File: config.mk
export PLATFORM = sky130hd
export DESIGN_NAME = button_press_classifier_unit_flat
export DESIGN_NICKNAME = d
export VERILOG_FILES = /design/src/hdl/bpc_pkg.sv /design/src/hdl/bpc_in_if.sv /design/src/hdl/bpc_out_if.sv /design/src/hdl/bpc_cfg_if.sv /design/src/hdl/bpc_cfg_regs.sv /design/src/hdl/bpc_step.sv /design/src/hdl/button_press_classifier_unit.sv /design/src/flat_wrapper.sv
export SDC_FILE = /design/constraint.sdc
export NUM_CORES = 1
export LEC_CHECK = 0
export BUFFER_PORTS_ARGS = -buffer_cell sky130_fd_sc_hd__buf_4
export CAP_MARGIN = 10
export CORE_ASPECT_RATIO = 2
export CORE_MARGIN = 10
export CORE_UTILIZATION = 54
export DETAILED_ROUTE_END_ITERATION = 12
export PLACE_DENSITY_LB_ADDON = 0.3
export SYNTH_ARGS = -nofsm -noshare
export SYNTH_HDL_FRONTEND = slang
export SYNTH_HIERARCHICAL = 1
export SYNTH_SLANG_ARGS = --single-unit
File: constraint.sdc
create_clock -name clk -period 4.4 [get_ports clk]
set_clock_uncertainty 0.2 [all_clocks]
set_input_delay 0.22 -clock clk [delete_from_list [all_inputs] [get_ports clk]]
set_output_delay 0.22 -clock clk [all_outputs]
set_load 0.05 [all_outputs]
File: src/hdl/bpc_pkg.sv
`timescale 1ns / 1ps
`default_nettype none

package bpc_pkg;

  localparam int TIME_WIDTH      = 32;
  localparam int PORT_WIDTH      = 32;
  localparam int CFG_DATA_WIDTH  = 16;
  localparam int CFG_INDEX_WIDTH = 2;

  localparam logic [CFG_DATA_WIDTH-1:0] PIN_MASK_RESET    = 16'd1;
  localparam logic [CFG_DATA_WIDTH-1:0] DEBOUNCE_MS_RESET = 16'd100;
  localparam logic [CFG_DATA_WIDTH-1:0] LONG_MS_RESET     = 16'd1000;

  typedef enum logic [1:0] {
    PH_IDLE         = 2'd0,
    PH_DEBOUNCE     = 2'd1,
    PH_WAIT_LONG    = 2'd2,
    PH_WAIT_RELEASE = 2'd3
  } phase_t;

  typedef enum logic [CFG_INDEX_WIDTH-1:0] {
    CFG_PIN_MASK    = 2'd0,
    CFG_DEBOUNCE_MS = 2'd1,
    CFG_LONG_MS     = 2'd2
  } cfg_index_t;

  typedef struct packed {
    logic [CFG_DATA_WIDTH-1:0] pin_mask;
    logic [CFG_DATA_WIDTH-1:0] debounce_ms;
    logic [CFG_DATA_WIDTH-1:0] long_ms;
  } cfg_t;

  typedef struct packed {
    phase_t                phase;
    logic [TIME_WIDTH-1:0] start_ms;
  } state_t;

  typedef struct packed {
    logic   short_event;
    logic   long_event;
    logic   press_event;
    phase_t phase_out;
  } result_t;

endpackage

`default_nettype wire

File: src/hdl/bpc_in_if.sv
`timescale 1ns / 1ps
`default_nettype none

interface bpc_in_if;
  import bpc_pkg::*;

  logic                  valid;
  logic                  ready;
  logic [PORT_WIDTH-1:0] port_word;
  logic [31:0]           now_ms;

  modport source (output valid, output port_word, output now_ms, input ready);
  modport sink   (input valid, input port_word, input now_ms, output ready);
endinterface

`default_nettype wire

File: src/hdl/bpc_out_if.sv
`timescale 1ns / 1ps
`default_nettype none

interface bpc_out_if;
  logic       valid;
  logic       ready;
  logic       short_event;
  logic       long_event;
  logic       press_event;
  logic [1:0] phase_out;

  modport source (output valid, output short_event, output long_event,
                  output press_event, output phase_out, input ready);
  modport sink   (input valid, input short_event, input long_event,
                  input press_event, input phase_out, output ready);
endinterface

`default_nettype wire

File: src/hdl/bpc_cfg_if.sv
`timescale 1ns / 1ps
`default_nettype none

interface bpc_cfg_if;
  import bpc_pkg::*;

  logic                       valid;
  logic                       ready;
  logic [CFG_INDEX_WIDTH-1:0] index;
  logic [CFG_DATA_WIDTH-1:0]  data;

  modport source (output valid, output index, output data, input ready);
  modport sink   (input valid, input index, input data, output ready);
endinterface

`default_nettype wire

File: src/hdl/bpc_cfg_regs.sv
`timescale 1ns / 1ps
`default_nettype none

module bpc_cfg_regs (
  input  wire logic    clk,
  input  wire logic    rst_n,
  bpc_cfg_if.sink      cfg_chan,
  output bpc_pkg::cfg_t cfg
);
  import bpc_pkg::*;

  cfg_t cfg_r;
  cfg_t cfg_nxt;

  assign cfg_chan.ready = 1'b1;
  assign cfg            = cfg_r;

  always_comb begin
    cfg_nxt = cfg_r;
    if (cfg_chan.valid) begin
      case (cfg_chan.index)
        CFG_PIN_MASK:    cfg_nxt.pin_mask    = cfg_chan.data;
        CFG_DEBOUNCE_MS: cfg_nxt.debounce_ms = cfg_chan.data;
        CFG_LONG_MS:     cfg_nxt.long_ms     = cfg_chan.data;
        default:         cfg_nxt             = cfg_r;
      endcase
    end
  end

  always_ff @(posedge clk) begin
    if (!rst_n) begin
      cfg_r.pin_mask    <= PIN_MASK_RESET;
      cfg_r.debounce_ms <= DEBOUNCE_MS_RESET;
      cfg_r.long_ms     <= LONG_MS_RESET;
    end else begin
      cfg_r <= cfg_nxt;
    end
  end

endmodule

`default_nettype wire

File: src/hdl/bpc_step.sv
`timescale 1ns / 1ps
`default_nettype none

module bpc_step (
  input  wire logic [31:0]   port_word,
  input  wire logic [31:0]   now_ms,
  input  wire bpc_pkg::cfg_t cfg,
  input  wire bpc_pkg::state_t cur,
  output bpc_pkg::state_t    nxt,
  output bpc_pkg::result_t   res
);
  import bpc_pkg::*;

  logic                  pressed;
  logic [TIME_WIDTH-1:0] now_t;
  logic [TIME_WIDTH-1:0] elapsed;
  logic                  debounced;
  logic                  held_long;
  logic                  sev;
  logic                  lev;

  assign pressed   = (port_word & PORT_WIDTH'(cfg.pin_mask)) == '0;
  assign now_t     = TIME_WIDTH'(now_ms);
  assign elapsed   = now_t - cur.start_ms;
  assign debounced = elapsed >= TIME_WIDTH'(cfg.debounce_ms);
  assign held_long = elapsed >= TIME_WIDTH'(cfg.long_ms);

  always_comb begin
    nxt = cur;
    sev = 1'b0;
    lev = 1'b0;
    case (cur.phase)
      PH_IDLE: begin
        if (pressed) begin
          nxt.phase    = PH_DEBOUNCE;
          nxt.start_ms = now_t;
        end
      end
      PH_DEBOUNCE: begin
        if (pressed && debounced) begin
          nxt.phase    = PH_WAIT_LONG;
          nxt.start_ms = now_t;
        end
      end
      PH_WAIT_LONG: begin
        if (!pressed) begin
          sev       = 1'b1;
          nxt.phase = PH_IDLE;
        end else if (held_long) begin
          lev          = 1'b1;
          nxt.phase    = PH_WAIT_RELEASE;
          nxt.start_ms = '0;
        end
      end
      PH_WAIT_RELEASE: begin
        if (!pressed) begin
          nxt.phase = PH_IDLE;
        end
      end
      default: nxt = cur;
    endcase
  end

  always_comb begin
    res.short_event = sev;
    res.long_event  = lev;
    res.press_event = sev | lev;
    res.phase_out   = nxt.phase;
  end

endmodule

`default_nettype wire

File: src/hdl/button_press_classifier_unit.sv
// Button press classifier: each input beat is one poll (port word and millisecond count)
// and gives exactly one result beat in the next cycle, carrying the short, long and press
// events and the phase after that poll. A poll is taken every cycle while the result
// register is empty or being drained in the same cycle, so the sustained rate is one poll
// per cycle; it is set by the phase and start-time register, which is updated once per
// accepted poll. Configuration writes are taken every cycle and act from the next poll.
`timescale 1ns / 1ps
`default_nettype none

module button_press_classifier_unit (
  input  wire logic clk,
  input  wire logic rst_n,
  bpc_in_if.sink    in_chan,
  bpc_out_if.source out_chan,
  bpc_cfg_if.sink   cfg_chan
);
  import bpc_pkg::*;

  cfg_t    cfg;
  state_t  state_r;
  state_t  state_nxt;
  result_t res_nxt;
  result_t res_r;
  logic    out_valid_r;
  logic    out_valid_nxt;
  logic    in_fire;

  bpc_cfg_regs u_cfg_regs (
    .clk      (clk),
    .rst_n    (rst_n),
    .cfg_chan (cfg_chan),
    .cfg      (cfg)
  );

  bpc_step u_step (
    .port_word (in_chan.port_word),
    .now_ms    (in_chan.now_ms),
    .cfg       (cfg),
    .cur       (state_r),
    .nxt       (state_nxt),
    .res       (res_nxt)
  );

  assign in_chan.ready = !out_valid_r || out_chan.ready;
  assign in_fire       = in_chan.valid && in_chan.ready;

  always_comb begin
    out_valid_nxt = out_valid_r;
    if (in_fire) begin
      out_valid_nxt = 1'b1;
    end else if (out_chan.ready) begin
      out_valid_nxt = 1'b0;
    end
  end

  always_ff @(posedge clk) begin
    if (!rst_n) begin
      state_r.phase    <= PH_IDLE;
      state_r.start_ms <= '0;
      out_valid_r      <= 1'b0;
    end else begin
      out_valid_r <= out_valid_nxt;
      if (in_fire) begin
        state_r <= state_nxt;
      end
    end
  end

  always_ff @(posedge clk) begin
    if (in_fire) begin
      res_r <= res_nxt;
    end
  end

  assign out_chan.valid       = out_valid_r;
  assign out_chan.short_event = res_r.short_event;
  assign out_chan.long_event  = res_r.long_event;
  assign out_chan.press_event = res_r.press_event;
  assign out_chan.phase_out   = res_r.phase_out;

  a_fire_gives_beat: assert property (@(posedge clk) disable iff (!rst_n)
    in_fire |=> out_valid_r)
    else $error("accepted poll did not produce a result beat");

  a_long_to_release: assert property (@(posedge clk) disable iff (!rst_n)
    (out_valid_r && res_r.long_event) |-> (res_r.phase_out == PH_WAIT_RELEASE))
    else $error("long event without wait-release phase");

  a_short_to_idle: assert property (@(posedge clk) disable iff (!rst_n)
    (out_valid_r && res_r.short_event) |-> (res_r.phase_out == PH_IDLE && !res_r.long_event))
    else $error("short event without return to idle");

  a_release_start_zero: assert property (@(posedge clk) disable iff (!rst_n)
    (state_r.phase == PH_WAIT_RELEASE) |-> (state_r.start_ms == '0))
    else $error("start time not cleared in wait-release");

  a_phase_tracks_out: assert property (@(posedge clk) disable iff (!rst_n)
    in_fire |=> (res_r.phase_out == state_r.phase))
    else $error("result phase differs from held phase");

endmodule

`default_nettype wire

File: src/flat_wrapper.sv
// flat-port wrapper written by rule: the top's interface ports become plain ports
module button_press_classifier_unit_flat import bpc_pkg::*;
  (clk, rst_n, in_chan_valid, in_chan_port_word, in_chan_now_ms, in_chan_ready, out_chan_valid, out_chan_short_event, out_chan_long_event, out_chan_press_event, out_chan_phase_out, out_chan_ready, cfg_chan_valid, cfg_chan_index, cfg_chan_data, cfg_chan_ready);
  bpc_in_if in_chan_i ();
  bpc_out_if out_chan_i ();
  bpc_cfg_if cfg_chan_i ();
  input  wire logic clk;
  input  wire logic rst_n;
  input wire logic [$bits(in_chan_i.valid)-1:0] in_chan_valid;
  input wire logic [$bits(in_chan_i.port_word)-1:0] in_chan_port_word;
  input wire logic [$bits(in_chan_i.now_ms)-1:0] in_chan_now_ms;
  output wire logic [$bits(in_chan_i.ready)-1:0] in_chan_ready;
  output wire logic [$bits(out_chan_i.valid)-1:0] out_chan_valid;
  output wire logic [$bits(out_chan_i.short_event)-1:0] out_chan_short_event;
  output wire logic [$bits(out_chan_i.long_event)-1:0] out_chan_long_event;
  output wire logic [$bits(out_chan_i.press_event)-1:0] out_chan_press_event;
  output wire logic [$bits(out_chan_i.phase_out)-1:0] out_chan_phase_out;
  input wire logic [$bits(out_chan_i.ready)-1:0] out_chan_ready;
  input wire logic [$bits(cfg_chan_i.valid)-1:0] cfg_chan_valid;
  input wire logic [$bits(cfg_chan_i.index)-1:0] cfg_chan_index;
  input wire logic [$bits(cfg_chan_i.data)-1:0] cfg_chan_data;
  output wire logic [$bits(cfg_chan_i.ready)-1:0] cfg_chan_ready;
  assign in_chan_i.valid = in_chan_valid;
  assign in_chan_i.port_word = in_chan_port_word;
  assign in_chan_i.now_ms = in_chan_now_ms;
  assign in_chan_ready = in_chan_i.ready;
  assign out_chan_valid = out_chan_i.valid;
  assign out_chan_short_event = out_chan_i.short_event;
  assign out_chan_long_event = out_chan_i.long_event;
  assign out_chan_press_event = out_chan_i.press_event;
  assign out_chan_phase_out = out_chan_i.phase_out;
  assign out_chan_i.ready = out_chan_ready;
  assign cfg_chan_i.valid = cfg_chan_valid;
  assign cfg_chan_i.index = cfg_chan_index;
  assign cfg_chan_i.data = cfg_chan_data;
  assign cfg_chan_ready = cfg_chan_i.ready;
  button_press_classifier_unit u_core (.clk(clk), .rst_n(rst_n), .in_chan(in_chan_i), .out_chan(out_chan_i), .cfg_chan(cfg_chan_i));
endmodule
# Word-level counts from Yosys, hierarchy flattened
# Index checks and enable logic that the tools add are counted.
word_totals:
  reg_bits: 88
  in_bits: 87
  out_inout_bits: 8
  word_cells: 52
op_classes:
  n_addsub: 1
  order_cmp: 2
  n_eq_ne: 9
  n_mux: 15
  bitwise_logic: 2
  n_reduce_logical: 13
ops:
  columns: ["cell", "n"]
  rows:
  - ["34-bit 2-to-1 mux", 3]
  - ["32-bit one-hot mux with 3 select lines", 1]
  - ["32-bit by 16-bit greater-or-equal comparator with 1-bit output", 2]
  - ["32-bit by 16-bit bitwise AND with 32-bit output", 1]
  - ["32-bit logical NOT", 1]
  - ["32-bit 2-to-1 mux", 1]
  - ["32-bit subtractor", 1]
  - ["2-bit inequality test, second input constant", 4]
  - ["2-bit one-hot mux with 4 select lines", 1]
  - ["1-bit 2-to-1 mux", 7]
  - ["2-bit == test, second input constant", 3]
  - ["2-bit AND reduction", 3]
  - ["6-bit AND reduction", 1]
  - ["2-bit by 1-bit == test with 1-bit output, second input constant", 2]
  - ["2-bit logical NOT", 2]
  - ["2-bit 2-to-1 mux", 2]
  - ["3-bit nonzero test", 1]
  - ["1-bit logical AND", 2]
  - ["2-bit nonzero test", 1]
  - ["1-bit logical NOT", 1]
  - ["1-bit logical OR", 1]
  - ["1-bit bitwise OR", 1]

# Logic depth before layout (Yosys ltp)
logic_depth:
  depth_word: 6
  depth_mapped: 24
  ltp_nobuf: 22

# Hierarchy
# The synthesis kept the hierarchy.
by_module_without_submodules:
  columns: ["mod", "instances", "cells_each", "area_each_um2", "seq_area_each_um2"]
  rows:
  - ["bpc_step", 1, 538, 3738.6, 0.0]
  - ["bpc_cfg_regs", 1, 189, 1911.8, 960.9]
  - ["button_press_classifier_unit", 1, 158, 1594.0, 850.8]

# Worst setup path before layout
# OpenSTA, ideal clock, no wires.
synth_path:
  path_type: "reg-to-reg"
  start: "register u_core/state_r[0] in the netlist's numbering"
  end: "register u_core/state_r[19] in the netlist's numbering"
  setup_ps: 119
  arrival_ps: 4203
  t_required_ps: 4081
  setup_slack_ps: -122
  path_stages_with_launch: 21
  n_path_buf: 2
  synth_period_minus_slack_ps: 4522
  path_cell_list: "dfxtp_1 -> ha_1 -> fa_1 -> and2b_4 -> o2111ai_4 -> a211oi_2 -> nor3_1 -> xnor2_1 -> ha_1 -> a211oi_1 -> nand2_1 -> a2111oi_0 -> o21ai_0 -> a311oi_1 -> nand4_2 -> and2_1 -> buf_6 -> buf_6 -> a22o_1 -> nand2_1 -> mux2i_1"
synth_via:
  elab_chain_cells: 5
  elab_cells_between_ends: 7
  cone_classes: "add/sub (1); order compare (2); eq/ne (2); reduce/logical (2)"
synth_rtl:
  columns: ["item", "line", "source"]
  rows:
  - ["start: declaration", "button_press_classifier_unit.sv:20", "state_t state_r;"]
  - ["start signal: assignment", "button_press_classifier_unit.sv:64", "state_r <= state_nxt;"]
  - ["32-bit subtractor (*)", "bpc_step.sv:24", "assign elapsed = now_t - cur.start_ms;"]
  - ["32-bit by 16-bit greater-or-equal comparator with 1-bit output", "bpc_step.sv:25", "assign debounced = elapsed >= TIME_WIDTH'(cfg.debounce_ms);"]
  - ["1-bit logical AND", "bpc_step.sv:40", "if (pressed && debounced) begin"]
  - ["2-bit inequality test (no line)", null, null]
  - ["6-bit AND reduction (no line) (*)", null, null]
# Every way passes the cells marked *; elsewhere a longest branch is shown, timed or not.
# A chain may end at the register's enable or synchronous reset.

# Final worst setup path
layout_path:
  start: "register u_core/state_r[1] in the netlist's numbering"
  end: "register u_core/state_r[30] in the netlist's numbering"
# Same word-level chain as after synthesis.

==> run_summary.xml <==
<?xml version="1.0" encoding="UTF-8"?>
<metrics>
  <group name="drt">
    <metric name="detail_route.drc_violations" unit="">0</metric>
    <metric name="drt-initial-drc-count" unit="">370</metric>
    <metric name="postRouteWirelength" unit="um">21400</metric>
    <metric name="drt-wirelength-per-cell" unit="um">18.1</metric>
    <metric name="vias" unit="">7023</metric>
    <metric name="firstDrtPassIters" unit="">5</metric>
    <metric name="drt.antenna.violating_nets" unit="">0</metric>
    <metric name="via_cell_ratio" unit="">5.93</metric>
  </group>
  <group name="logic_synthesis">
    <metric name="synth.yosys.seq_area_share" unit="%">25.0</metric>
    <metric name="commonest_register_cell_after_synthesis" unit="">sky130_fd_sc_hd__dfxtp_1</metric>
    <metric name="synthesis.instances" unit="">885</metric>
    <metric name="synth_top_area_share" unit="%">22.9</metric>
    <metric name="avgSynthCellArea" unit="um^2">8.19</metric>
    <metric name="yosys_warnings" unit="">6</metric>
    <metric name="netlist-cell-type-count" unit="">82</metric>
    <metric name="synth_largest_area_cell" unit="">sky130_fd_sc_hd__dfxtp_1</metric>
    <metric name="number_of_flip_flops_and_latches_in_the_synthesized_netlist" unit="">88</metric>
    <metric name="async_set_or_reset_flop_fraction_in_the_synthesized_netlist" unit="%">0</metric>
    <metric name="syn_nets" unit="">1036</metric>
    <metric name="syn_area" unit="um^2">7240</metric>
    <metric name="post_synth_main_area_contributors" unit="">sky130_fd_sc_hd__dfxtp_1 (23%), sky130_fd_sc_hd__ha_1 (11%), sky130_fd_sc_hd__mux2i_1 (11%), sky130_fd_sc_hd__nand2_1 (8.3%), sky130_fd_sc_hd__a22o_1 (4.4%)</metric>
    <metric name="synth-edff-count" unit="">5</metric>
  </group>
  <group name="final_layout">
    <metric name="final_nets" unit="">1178</metric>
    <metric name="finish.cell_count_without_fillers" unit="">1184</metric>
    <metric name="filler_cell_count" unit="">1072</metric>
    <metric name="post_route_cells_drive_above_1_share" unit="%">22.4</metric>
    <metric name="flow.area_growth_from_synthesis" unit="%">24.8</metric>
    <metric name="insertedDiodeCount" unit="">0</metric>
    <metric name="final_design_area_no_fill" unit="um^2">9040</metric>
  </group>
  <group name="sta">
    <metric name="setup_repair_after_global_routing_missed_its_margin" unit="">true</metric>
    <metric name="post_route_fraction_of_the_period_consumed_by_the_critical_path" unit="%">104</metric>
    <metric name="postLayoutSetupSlackWorst" unit="ns">-0.189</metric>
    <metric name="max_slew_margin" unit="%">42.7</metric>
    <metric name="timing.final.crit_period" unit="ns">4.59</metric>
    <metric name="final.setup.tns" unit="ns">-4.54</metric>
    <metric name="setup_viol" unit="">34</metric>
    <metric name="hold-worst-slack" unit="ns">0.00621</metric>
    <metric name="finalHoldViolCount" unit="">0</metric>
    <metric name="worst_slew_pin_slew" unit="ns">0.860</metric>
    <metric name="timing.fmax" unit="GHz">0.218</metric>
    <metric name="final-max-slew-violation-count" unit="">0</metric>
  </group>
  <group name="die">
    <metric name="row_count" unit="">59</metric>
    <metric name="fp.coreArea" unit="um^2">13100</metric>
    <metric name="initial_utilization" unit="%">55.4</metric>
    <metric name="floorplan.die_area" unit="um^2">18700</metric>
    <metric name="ioPinCount" unit="">95</metric>
    <metric name="dieHeight" unit="um">184</metric>
    <metric name="fp.dieW" unit="um">102</metric>
  </group>
  <group name="placed_design">
    <metric name="port_buffer_count" unit="">77</metric>
    <metric name="post-dp-hpwl" unit="um">16000</metric>
    <metric name="globalplace.congestion" unit="">0.979</metric>
    <metric name="detailed_place.area" unit="um^2">8200</metric>
    <metric name="place.detailed.instances" unit="">1137</metric>
  </group>
  <group name="job">
    <metric name="timing.max_cap.violations" unit="">0</metric>
  </group>
  <group name="power_and_ir_drop">
    <metric name="vdd.ir_drop.worst" unit="uV">245</metric>
    <metric name="power_density_over_the_cells" unit="nW/um^2">315</metric>
    <metric name="p_leak" unit="nW">3.97</metric>
  </group>
  <group name="global_route">
    <metric name="global_route.overflow_total" unit="">0</metric>
    <metric name="number_of_antenna_violations_at_the_first_check_in_global_routing" unit="">0</metric>
    <metric name="via_count_of_the_first_global_routing_pass" unit="">7039</metric>
    <metric name="grt_pass1_wl" unit="um">33300</metric>
    <metric name="global_route.usage.total" unit="%">22.2</metric>
    <metric name="grt_max_degree" unit="">93</metric>
  </group>
  <group name="setup_path">
    <metric name="cp_num_buf_inv" unit="">4</metric>
    <metric name="worstSetupStartpointType" unit="">flip-flop</metric>
    <metric name="crit_arrival" unit="ns">4.64</metric>
    <metric name="timing.critical_path.required" unit="ns">4.45</metric>
    <metric name="critical_path.slowest_cell" unit="">sky130_fd_sc_hd__dfxtp_4</metric>
    <metric name="cp-end-kind" unit="">flip-flop</metric>
    <metric name="path_class" unit="">flip-flop to flip-flop</metric>
    <metric name="timing.critical_path.fanout_max" unit="">6</metric>
    <metric name="cp_slowest_stage_delay" unit="ns">0.37</metric>
    <metric name="crit_family" unit="">compound AO/OA/AOI/OAI gates</metric>
    <metric name="worstPathCellList" unit="">buf_6 -&gt; fa_2 -&gt; and2b_4 -&gt; o2111ai_4 -&gt; buf_6 -&gt; a211oi_4 -&gt; nor3_2 -&gt; xnor2_1 -&gt; ha_1 -&gt; a211oi_2 -&gt; nand2_1 -&gt; a2111oi_2 -&gt; o21ai_1 -&gt; a311oi_2 -&gt; nand4_2 -&gt; a22oi_4 -&gt; buf_12 -&gt; buf_8 -&gt; a22o_1 -&gt; nand2_1 -&gt; mux2i_1</metric>
  </group>
  <group name="cts">
    <metric name="clock_path_buffers" unit="">2</metric>
    <metric name="cts_max_level" unit="">3</metric>
    <metric name="worstSkewPairLatency" unit="ns">0.34</metric>
    <metric name="cell_at_the_root_of_the_clock_tree" unit="">sky130_fd_sc_hd__clkbuf_16</metric>
    <metric name="clk_pin_slew" unit="ns">0.07</metric>
    <metric name="cts_made_buffers" unit="">9</metric>
    <metric name="clock-sinks" unit="">88</metric>
    <metric name="tritoncts" unit="">done</metric>
  </group>
  <group name="min_path">
    <metric name="type_of_the_most_critical_hold_path" unit="">primary input to flip-flop</metric>
  </group>
  <group name="run_status">
    <metric name="failing_checks" unit="">negative setup slack</metric>
    <metric name="status" unit="">finished with violations</metric>
  </group>
</metrics>
==> final cells by class <==
cell class	count	area, um^2	area share, %
Clock buffer	10	229	2.53
Clock inverter	6	67.6	0.748
Inverter	81	307	3.39
Multi-Input combinational cell	665	4870	53.9
Sequential cell	88	1820	20.1
Tap cell	152	190	2.10
Timing Repair Buffer	182	1550	17.2
==> stage by stage <==
stage	setup slack, ns	util (%)	power (mW)
floorplan	0.00338	-	1.57
detailed placement	-0.520	62.8	1.91
global placement	-0.334	62.8	1.90
CTS	-0.204	68.1	2.80
global route	-0.355	69.2	3.00
finish	-0.189	69.2	2.85
==> state kept, by name, indices dropped and copies added, names as in the netlist <==
register                     flops
u_core/u_cfg_regs/cfg           48
u_core/state_r                  34
u_core/out_chan.phase_out        2
u_core/out_chan.long_event       1
u_core/out_chan.press_event      1
u_core/out_chan.short_event      1
u_core/out_chan.valid            1
==> cells in the final DEF (no fill, tap or decap), types with 13 or more instances in the layout <==
cell type | synthesis | final
sky130_fd_sc_hd__a21oi_1 | 41 | 39
sky130_fd_sc_hd__buf_4 | 13 | 153
sky130_fd_sc_hd__nand2_1 | 160 | 159
sky130_fd_sc_hd__dlygate4sd3_1 | 0 | 15
sky130_fd_sc_hd__ha_1 | 63 | 58
sky130_fd_sc_hd__dfxtp_1 | 83 | 79
sky130_fd_sc_hd__a22o_1 | 36 | 36
sky130_fd_sc_hd__nor2_1 | 41 | 40
sky130_fd_sc_hd__inv_1 | 81 | 80
sky130_fd_sc_hd__mux2i_1 | 77 | 77
sky130_fd_sc_hd__a21o_1 | 21 | 21
sky130_fd_sc_hd__o21ai_1 | 9 | 13
sky130_fd_sc_hd__nand4_1 | 14 | 14
==> repair_timing <==
| action | 4_1_cts | 5_1_grt |
|---|---|---|
| gates cloned | 3 | 4 |
| pin swaps | 18 | 34 |
| hold endpoints to repair | 33 | 0 |
| setup endpoints to repair | 36 | 36 |
| buffers inserted | 9 | 3 |
| gates resized for setup | 28 | 19 |
| hold buffers | 15 | 0 |
==> cell usage after synthesis (4+ instances only) <==
cell,number
sky130_fd_sc_hd__buf_6,10
sky130_fd_sc_hd__ha_1,63
sky130_fd_sc_hd__a211o_1,4
sky130_fd_sc_hd__a211oi_1,12
sky130_fd_sc_hd__nor2b_1,11
sky130_fd_sc_hd__nand3_1,12
sky130_fd_sc_hd__a22o_1,36
sky130_fd_sc_hd__nand2b_1,5
sky130_fd_sc_hd__mux2i_1,77
sky130_fd_sc_hd__buf_12,4
sky130_fd_sc_hd__a221oi_1,5
sky130_fd_sc_hd__buf_2,15
sky130_fd_sc_hd__buf_4,13
sky130_fd_sc_hd__nand4b_1,5
sky130_fd_sc_hd__o21a_1,11
sky130_fd_sc_hd__clkbuf_1,9
sky130_fd_sc_hd__a31oi_1,8
sky130_fd_sc_hd__inv_1,81
sky130_fd_sc_hd__a311o_1,4
sky130_fd_sc_hd__xnor2_1,10
sky130_fd_sc_hd__edfxtp_1,5
sky130_fd_sc_hd__o21ai_1,9
sky130_fd_sc_hd__nor3_1,13
sky130_fd_sc_hd__a21o_1,21
sky130_fd_sc_hd__xor2_1,7
sky130_fd_sc_hd__nand4_1,14
sky130_fd_sc_hd__o21ai_0,14
sky130_fd_sc_hd__and2_1,4
sky130_fd_sc_hd__a21oi_1,41
sky130_fd_sc_hd__nand2_1,160
sky130_fd_sc_hd__dfxtp_1,83
sky130_fd_sc_hd__o211ai_1,11
sky130_fd_sc_hd__nor2_1,41
==> routing by layer <==
metal / track usage [%] / wire length [um] / up-vias / part of all wire, %
met3: 3.39 / 829 / 77 / 3.9
met1: 20.2 / 7420 / 3320 / 35
li1: - / - / 3434 / -
met4: 13.2 / 1370 / 0 / 6.4
met2: 43.6 / 11800 / 192 / 55
met5: 0 / 0 / - / 0
==> cells by family (layout without fill, tap and decap cells) <==
kind of cell             Yosys count  after routing  share of synthesized area [%]
multiplexers                      77             77                           10.6
flip-flops                        88             88                           25.0
XOR/XNOR                          17             17                           2.06
AO/OA/AOI/OAI                    216            216                           22.2
other                              1              1                         0.0518
adder cells (fa/ha/maj)           64             64                           11.2
AND/OR/NAND/NOR                  290            290                           19.2
buffers and inverters            132            279                           9.71
==> path summary, 6_finish.rpt <==
check        cells after the start                   endpoint  slack, ns                       from
min                              3  u_core/u_cfg_regs/cfg[13]      0.006          cfg_chan_data[13]
max reg2reg                     21         u_core/state_r[30]      -0.19          u_core/state_r[1]
max                             21         u_core/state_r[30]      -0.19          u_core/state_r[1]
min reg2reg                      2  u_core/u_cfg_regs/cfg[29]       0.26  u_core/u_cfg_regs/cfg[29]
==> where the power goes <==
group	leakage (nW)	internal, mW	switching (mW)
sequential	0.728	0.844	0.0265
combinational	3.11	0.563	0.627
clock	0.134	0.443	0.347
==> worst register-to-register path, delay by kind of cell (launching register included) <==
family / cells / cell delay [ns]
AO/OA/AOI/OAI: 8 / 1.64
AND/OR/NAND/NOR: 5 / 0.69
adder cells (fa/ha/maj): 2 / 0.64
buffers and inverters: 4 / 0.55
flip-flops: 1 / 0.37
XOR/XNOR: 1 / 0.21
multiplexers: 1 / 0.20
No activity file was read; power rests on OpenSTA's default activity.
